`config.mk`:
```
export PLATFORM = sky130hd
export DESIGN_NAME = ppi_port_interface_with_psg_bridge_flat
export DESIGN_NICKNAME = d
export VERILOG_FILES = /design/src/sv/ppi_pkg.sv /design/src/sv/ppi_if.sv /design/src/sv/ppi_step.sv /design/src/sv/ppi_port_interface_with_psg_bridge.sv /design/src/flat_wrapper.sv
export SDC_FILE = /design/constraint.sdc
export NUM_CORES = 1
export LEC_CHECK = 0
export BUFFER_PORTS_ARGS = -buffer_cell sky130_fd_sc_hd__buf_4
export CAP_MARGIN = 5
export CORE_MARGIN = 2
export CORE_UTILIZATION = 55
export CTS_BUF_LIST = sky130_fd_sc_hd__clkbuf_16
export DETAILED_ROUTE_END_ITERATION = 8
export GPL_TIMING_DRIVEN = 0
export PLACE_DENSITY = 0.79
export SYNTH_ARGS = -nofsm -noshare
export SYNTH_HDL_FRONTEND = slang
export SYNTH_SLANG_ARGS = --single-unit
```
`constraint.sdc`:
```
create_clock -name clk -period 3.1 [get_ports clk]
set_input_delay 0.31 -clock clk [delete_from_list [all_inputs] [get_ports clk]]
set_output_delay 0.31 -clock clk [all_outputs]
set_load 0.005 [all_outputs]
```
`src/sv/ppi_pkg.sv`:
```
// Types and constants shared by the PPI port interface with sound-chip bridge.
package ppi_pkg;

  localparam logic [1:0] KIND_WRITE = 2'd0;
  localparam logic [1:0] KIND_READ  = 2'd1;
  localparam logic [1:0] KIND_CLEAR = 2'd2;
  localparam logic [1:0] KIND_NONE  = 2'd3;

  localparam logic [1:0] PORT_A    = 2'd0;
  localparam logic [1:0] PORT_B    = 2'd1;
  localparam logic [1:0] PORT_C    = 2'd2;
  localparam logic [1:0] PORT_CTRL = 2'd3;

  localparam logic [1:0] SND_INACTIVE = 2'd0;
  localparam logic [1:0] SND_READ     = 2'd1;
  localparam logic [1:0] SND_WRITE    = 2'd2;
  localparam logic [1:0] SND_LATCH    = 2'd3;

  localparam logic [7:0] KEY_REGISTER = 8'd14;
  localparam logic [7:0] BUSY_LIMIT   = 8'd6;
  localparam logic [7:0] IDLE_BYTE    = 8'hFF;
  localparam logic [7:0] UPPER_MASK   = 8'hF0;
  localparam logic [7:0] LOWER_MASK   = 8'h0F;

  localparam logic [2:0] MAKER_RESET   = 3'd7;
  localparam logic       REFRESH_RESET = 1'b1;

  localparam logic CFG_MAKER   = 1'b0;
  localparam logic CFG_REFRESH = 1'b1;

  typedef struct packed {
    logic [1:0] kind;
    logic [1:0] port_select;
    logic [7:0] write_data;
    logic       vsync;
    logic       tape_in;
    logic [7:0] port_c_pins;
    logic [7:0] keyboard_row_data;
    logic [7:0] psg_read_data;
  } in_item_t;

  typedef struct packed {
    logic [7:0] read_data;
    logic [7:0] port_a_out;
    logic [7:0] port_c_out;
    logic [3:0] keyboard_row;
    logic       psg_write;
    logic [7:0] psg_register;
    logic [7:0] psg_write_data;
    logic       psg_read_request;
    logic       sound_busy_pulse;
    logic       keyboard_scanned;
  } out_item_t;

  typedef struct packed {
    logic [7:0] port_a_latch;
    logic [7:0] port_c_latch;
    logic       port_a_is_input;
    logic       port_c_upper_input;
    logic       port_c_lower_input;
    logic [7:0] sound_register_select;
    logic [1:0] sound_bus_mode;
    logic [3:0] key_row_select;
    logic       scanned_flag;
  } ppi_state_t;

  typedef struct packed {
    logic [2:0] manufacturer_code;
    logic       refresh_50hz;
  } ppi_cfg_t;

endpackage

```
`src/sv/ppi_if.sv`:
```
// Valid/ready channel interfaces for PPI request and result items.
interface ppi_in_if;
  logic                valid;
  logic                ready;
  ppi_pkg::in_item_t   item;
  modport source (output valid, output item, input ready);
  modport sink (input valid, input item, output ready);
endinterface

interface ppi_out_if;
  logic                valid;
  logic                ready;
  ppi_pkg::out_item_t  item;
  modport source (output valid, output item, input ready);
  modport sink (input valid, input item, output ready);
endinterface

```
`src/sv/ppi_step.sv`:
```
// Next-state and result logic for one PPI bus access or flag clear.
module ppi_step (
  input  ppi_pkg::in_item_t   item,
  input  ppi_pkg::ppi_state_t state,
  input  ppi_pkg::ppi_cfg_t   cfg,
  output ppi_pkg::ppi_state_t state_next,
  output ppi_pkg::out_item_t  result
);

  logic [7:0] mask_a;
  logic [7:0] mask_c;
  logic [7:0] drive_a;
  logic [7:0] drive_c_new;
  logic [7:0] bit_sel;
  logic [7:0] a_next_drive;
  logic [7:0] c_next_mask;
  logic [1:0] bridge_mode;
  logic       bridge_en;

  always_comb begin
    mask_a = state.port_a_is_input ? 8'hFF : 8'h00;
    mask_c = (state.port_c_upper_input ? ppi_pkg::UPPER_MASK : 8'h00)
           | (state.port_c_lower_input ? ppi_pkg::LOWER_MASK : 8'h00);
    drive_a = state.port_a_latch | mask_a;
    drive_c_new = item.write_data | mask_c;
    bit_sel = 8'd1 << item.write_data[3:1];

    state_next = state;
    result.read_data = ppi_pkg::IDLE_BYTE;
    result.psg_write = 1'b0;
    result.psg_read_request = 1'b0;
    result.sound_busy_pulse = 1'b0;
    bridge_en = 1'b0;
    bridge_mode = state.sound_bus_mode;

    unique case (item.kind)
      ppi_pkg::KIND_WRITE: begin
        unique case (item.port_select)
          ppi_pkg::PORT_A: begin
            state_next.port_a_latch = item.write_data;
            bridge_en = 1'b1;
          end
          ppi_pkg::PORT_B: begin
          end
          ppi_pkg::PORT_C: begin
            state_next.port_c_latch = item.write_data;
            state_next.key_row_select = drive_c_new[3:0];
            state_next.sound_bus_mode = drive_c_new[7:6];
            bridge_mode = drive_c_new[7:6];
            bridge_en = 1'b1;
          end
          ppi_pkg::PORT_CTRL: begin
            if (item.write_data[7]) begin
              state_next.port_a_latch = 8'h00;
              state_next.port_c_latch = 8'h00;
              state_next.port_a_is_input = item.write_data[4];
              state_next.port_c_lower_input = item.write_data[0];
              state_next.port_c_upper_input = item.write_data[3];
            end else if (item.write_data[0]) begin
              state_next.port_c_latch = state.port_c_latch | bit_sel;
            end else begin
              state_next.port_c_latch = state.port_c_latch & ~bit_sel;
            end
          end
          default: begin
          end
        endcase
      end
      ppi_pkg::KIND_READ: begin
        unique case (item.port_select)
          ppi_pkg::PORT_A: begin
            if (state.sound_bus_mode == ppi_pkg::SND_READ) begin
              if (state.sound_register_select == ppi_pkg::KEY_REGISTER) begin
                state_next.scanned_flag = 1'b1;
                result.read_data = item.keyboard_row_data;
              end else begin
                result.read_data = item.psg_read_data;
                result.psg_read_request = 1'b1;
              end
            end
          end
          ppi_pkg::PORT_B: begin
            result.read_data = {item.tape_in, 2'b00, cfg.refresh_50hz,
                                cfg.manufacturer_code, item.vsync};
          end
          ppi_pkg::PORT_C: begin
            result.read_data = (item.port_c_pins & mask_c) | (state.port_c_latch & ~mask_c);
          end
          ppi_pkg::PORT_CTRL: begin
          end
          default: begin
          end
        endcase
      end
      ppi_pkg::KIND_CLEAR: begin
        state_next.scanned_flag = 1'b0;
      end
      ppi_pkg::KIND_NONE: begin
      end
      default: begin
      end
    endcase

    // sound bridge: latch takes the port A drive as it stands after this item
    if (bridge_en) begin
      if (bridge_mode == ppi_pkg::SND_WRITE) begin
        result.psg_write = 1'b1;
        result.sound_busy_pulse = (state.sound_register_select < ppi_pkg::BUSY_LIMIT);
      end else if (bridge_mode == ppi_pkg::SND_LATCH) begin
        state_next.sound_register_select = (item.port_select == ppi_pkg::PORT_A)
                                         ? (item.write_data | mask_a) : drive_a;
      end
    end

    a_next_drive = state_next.port_a_latch | (state_next.port_a_is_input ? 8'hFF : 8'h00);
    c_next_mask = (state_next.port_c_upper_input ? ppi_pkg::UPPER_MASK : 8'h00)
                | (state_next.port_c_lower_input ? ppi_pkg::LOWER_MASK : 8'h00);
    result.port_a_out = a_next_drive;
    result.port_c_out = state_next.port_c_latch | c_next_mask;
    result.keyboard_row = state_next.key_row_select;
    result.psg_register = state_next.sound_register_select;
    result.psg_write_data = a_next_drive;
    result.keyboard_scanned = state_next.scanned_flag;
  end

endmodule

```
`src/sv/ppi_port_interface_with_psg_bridge.sv`:
```
// Top level: PPI port interface with sound-chip bridge, item pipeline and config registers.
// The block takes one item per clock while the output side keeps up, and returns one
// result item for each. An accepted item sits in the input register; when the result
// register is free or being taken, the shallow step logic updates the port latches and
// bridge state and loads the result register, which offers the result until it is taken.
// The result register parts the two sides; when it is held, the input register fills and
// ready drops until it drains.
// Configuration writes take effect at the next clock edge and are read back in port B reads.
module ppi_port_interface_with_psg_bridge (
  input  logic       clk,
  input  logic       rst,
  input  logic       cfg_we,
  input  logic       cfg_index,
  input  logic [2:0] cfg_data,
  ppi_in_if.sink     req,
  ppi_out_if.source  rsp
);

  ppi_pkg::in_item_t   item_q;
  logic                item_valid;
  ppi_pkg::ppi_state_t state;
  ppi_pkg::ppi_state_t state_next;
  ppi_pkg::ppi_cfg_t   cfg;
  ppi_pkg::out_item_t  result;
  ppi_pkg::out_item_t  result_next;
  logic                result_valid;
  logic                advance;

  assign advance   = item_valid && (!result_valid || rsp.ready);
  assign req.ready = !item_valid || advance;
  assign rsp.valid = result_valid;
  assign rsp.item  = result;

  ppi_step u_step (
    .item       (item_q),
    .state      (state),
    .cfg        (cfg),
    .state_next (state_next),
    .result     (result_next)
  );

  always_ff @(posedge clk) begin
    if (rst) begin
      item_valid <= 1'b0;
      result_valid <= 1'b0;
      state <= '0;
      cfg.manufacturer_code <= ppi_pkg::MAKER_RESET;
      cfg.refresh_50hz <= ppi_pkg::REFRESH_RESET;
    end else begin
      if (req.valid && req.ready) begin
        item_valid <= 1'b1;
      end else if (advance) begin
        item_valid <= 1'b0;
      end
      if (advance) begin
        result_valid <= 1'b1;
        state <= state_next;
      end else if (rsp.ready) begin
        result_valid <= 1'b0;
      end
      if (cfg_we) begin
        unique case (cfg_index)
          ppi_pkg::CFG_MAKER:   cfg.manufacturer_code <= cfg_data;
          ppi_pkg::CFG_REFRESH: cfg.refresh_50hz <= cfg_data[0];
          default: begin
          end
        endcase
      end
    end
  end

  always_ff @(posedge clk) begin
    if (req.valid && req.ready) begin
      item_q <= req.item;
    end
    if (advance) begin
      result <= result_next;
    end
  end

endmodule

```
`src/flat_wrapper.sv`:
```
// flat-port wrapper written by rule: the top's interface ports become plain ports
module ppi_port_interface_with_psg_bridge_flat 
  (clk, rst, cfg_we, cfg_index, cfg_data, req_valid, req_item, req_ready, rsp_valid, rsp_item, rsp_ready);
  ppi_in_if req_i ();
  ppi_out_if rsp_i ();
  input  logic clk;
  input  logic rst;
  input  logic cfg_we;
  input  logic cfg_index;
  input  logic [2:0] cfg_data;
  input wire logic [$bits(req_i.valid)-1:0] req_valid;
  input wire logic [$bits(req_i.item)-1:0] req_item;
  output wire logic [$bits(req_i.ready)-1:0] req_ready;
  output wire logic [$bits(rsp_i.valid)-1:0] rsp_valid;
  output wire logic [$bits(rsp_i.item)-1:0] rsp_item;
  input wire logic [$bits(rsp_i.ready)-1:0] rsp_ready;
  assign req_i.valid = req_valid;
  assign req_i.item = req_item;
  assign req_ready = req_i.ready;
  assign rsp_valid = rsp_i.valid;
  assign rsp_item = rsp_i.item;
  assign rsp_i.ready = rsp_ready;
  ppi_port_interface_with_psg_bridge u_core (.clk(clk), .rst(rst), .cfg_we(cfg_we), .cfg_index(cfg_index), .cfg_data(cfg_data), .req(req_i), .rsp(rsp_i));
endmodule
```
==> flow_summary.json <==
{
  "status": "completed",
  "viasPerCell": 6.10,
  "grtUsageTotal": 0.241,
  "cp.arrival_ns": 2.71,
  "die-area_um2": 10100,
  "worstSkewPairLatency_ns": 0.41,
  "fin_nets": 585,
  "fin_cells": 656,
  "diodes": 0,
  "seq_area_frac_synth": 0.613,
  "syn_area_per_cell_um2": 12.3,
  "drive_above_1_share": 0.312,
  "cap_viol_max_count": 0,
  "grt_use_met2": 0.404,
  "crit_path_top_delay_cell": "o21ai_1",
  "drtIter0Drc": 322,
  "p_leak_nw": 2.56,
  "use_met3": 0.0527,
  "hold_violations": 0,
  "drc": 0,
  "p_seq_frac": 0.464,
  "antenna_found_initial": 0,
  "clock_power_share": 0.448,
  "min_to": "u_core.item_q[27]",
  "grt_start_max_net_pins": 39,
  "min_from": "req_item[27]",
  "initial_core_util": 0.560,
  "worstPathMaxFanout": 10,
  "reg2reg_from": "u_core.item_q[36]",
  "r2r_end": "u_core.rsp.item[18]",
  "postCtsSetupBuffers": 0,
  "antenna_left": 0,
  "power_density_nw_per_um2": 595,
  "slew_violations": 0,
  "period_share": 0.824,
  "async_flop_share": 0,
  "slowest_delay_ns": 0.64,
  "cts_buffers": 17,
  "grt_use_met1": 0.310,
  "gr-max-usage-layer": "met2",
  "clkTransAtPathRegs_ns": 0.05,
  "syn-num-nets": 470,
  "combPwrFrac": 0.088,
  "rows": 35,
  "min_path_cells": 1,
  "worstSetupEndpointType": "flop",
  "cts_buffer_depth": 2,
  "die_h_um": 101,
  "ctsResizeCount": 0,
  "swShare": 0.229,
  "die_w_um": 101,
  "grt-ovfl-total": 0,
  "vdd_drop_max_uv": 501,
  "p_switching_mw": 0.889,
  "total_power_mw": 3.89,
  "syn_area_um2": 5130,
  "fmax_mhz": 391,
  "skew_ns": 0.00667,
  "tightest_slew_ns": 0.901,
  "fill_cells": 625,
  "area_growth_pct": 27.5,
  "first_global_vias": 3713,
  "r2r_slack_ns": 0.55,
  "synth_cell_types": 52,
  "r2r_cells": 7,
  "cts-hold-fix-buffers": 0,
  "ios": 97,
  "root_buffer": "clkbuf_16",
  "critPathLaunchType": "flop",
  "rsz0062_at_grt": "no",
  "grt_pass1_wl_um": 18500,
  "cts_sinks": 118,
  "num_vias": 4000,
  "slew_headroom": 0.399,
  "firstDrtPassIters": 5,
  "place.gp.congestion": 0.872,
  "post_drt_wl_per_cell_um": 18.2,
  "fp.coreArea_um2": 9150,
  "synth-warning-count": 0,
  "synth-edff-count": 78,
  "fin_util": 0.714,
  "netlist_instances": 417,
  "synth-seq-cells": 118,
  "dpl.hpwl_um": 8200,
  "tns_ns": 0,
  "worstPathRequired_ns": 3.25,
  "path_cells": "inv_1 > ha_1 > buf_2 > nand2_1 > o21ai_1 > nand2_2 > mux2_2",
  "internal-power_mw": 3.00,
  "min_path_type": "input port to flop",
  "postSynth.topFlopCell": "edfxtp_1",
  "critical_path_class": "flop to flop",
  "period_needed_ns": 2.55,
  "dp_cells": 624,
  "htreeDepth": 4,
  "drt_wl_total_um": 11900,
  "numPortBuffers": 95,
  "cts_tree": "built",
  "setup-violations-final": 0
}
power groups by stage:
stage,clock [mW],combinational [mW],sequential (mW)
after CTS,1.74,0.342,1.80
after global routing,1.83,0.371,1.81
after global placement,0,0.324,1.83
final,1.74,0.342,1.80
after detailed placement,0,0.339,1.83
after floorplan,0,0.185,1.82
state kept, by name (all words and copies together), names as in the netlist:
| register | count |
|---|---|
| u_core.item_q | 38 |
| u_core.state | 34 |
| u_core.item_valid | 1 |
| u_core.rsp.valid | 1 |
| u_core.rsp.item | 40 |
| u_core.cfg | 4 |
layout by cell type, fill, tap and decap left out, drive strengths merged, types with 9 or more instances in the layout:
| cell | instances |
|---|---|
| dfxtp | 40 |
| a22oi | 9 |
| or4 | 9 |
| nand2 | 35 |
| mux2i | 10 |
| nor2 | 35 |
| edfxtp | 78 |
| inv | 12 |
| nor3 | 10 |
| buf | 117 |
| mux2 | 24 |
| a211oi | 16 |
| clkbuf | 32 |
cell usage after synthesis (all sizes together) (7+ instances only):
library cell,n,share of area
edfxtp,78,0.46
dfxtp,40,0.16
nand2,35,0.026
nor2,35,0.026
mux2,24,0.053
buf,21,0.025
a211oi,16,0.023
clkbuf,15,0.011
mux2i,10,0.020
nor3,10,0.0098
a22oi,9,0.013
or4,9,0.014
a221o,8,0.016
a31oi,8,0.0098
inv,8,0.0059
nor4,8,0.0098
o311ai,8,0.014
a21oi,7,0.0076
worst max-delay path by stage:
stage	from	endpoint
6_report	u_core.item_q[36]	u_core.rsp.item[18]
5_1_grt	u_core.item_q[36]	u_core.rsp.item[18]
4_1_cts	u_core.item_q[36]	u_core.rsp.item[18]
3_5_place_dp	u_core.item_q[36]	u_core.rsp.item[11]
3_3_place_gp	rsp_ready	u_core.state[20]
2_1_floorplan	rsp_ready	u_core.rsp.item[0]
kinds of logic after synthesis:
logic type / after synthesis / share of synthesized area
mux: 34 / 0.0722
flops: 118 / 0.613
simple gates: 126 / 0.124
compound gates: 88 / 0.134
fa+ha+maj: 6 / 0.0146
buf+inv: 45 / 0.0425
cell type report:
class | instances | area [µm²] | share of cell area
buffer | 36 | 185 | 0.0283
clock buffer | 17 | 425 | 0.0651
clock inverter | 15 | 100 | 0.0153
inverter | 9 | 33.8 | 0.00517
multi-input combinational | 254 | 1770 | 0.271
sequential | 118 | 3140 | 0.481
tap | 111 | 139 | 0.0213
timing repair buffer | 96 | 741 | 0.113
per-layer routing:
layer / wire [µm] / up-vias
met2: 5960 / 220
li1: - / 1845
met4: 223 / 0
met1: 4760 / 1912
met3: 968 / 23
met5: 0 / -
worst max-delay path: cells and delay by family (launching register included):
kind | cells | cell delay (ns)
adders and majority gates | 1 | 0.18
muxes | 1 | 0.36
DFF | 1 | 0.39
buffers and inverters | 2 | 0.29
and+or+nand+nor | 2 | 0.45
AOI/OAI and AO/OA | 1 | 0.64
through the flow:
stage	hold WS [ns]	area (µm²)	setup WS, ns
2_1_floorplan	0.409	5130	0.475
3_3_place_gp	0.487	5980	-0.385
3_5_place_dp	0.489	6010	0.627
4_1_cts	0.0724	6540	0.585
5_1_grt	0.0668	6540	0.394
6_report	0.0710	6540	0.546
Power figures use the tool's default switching activity.
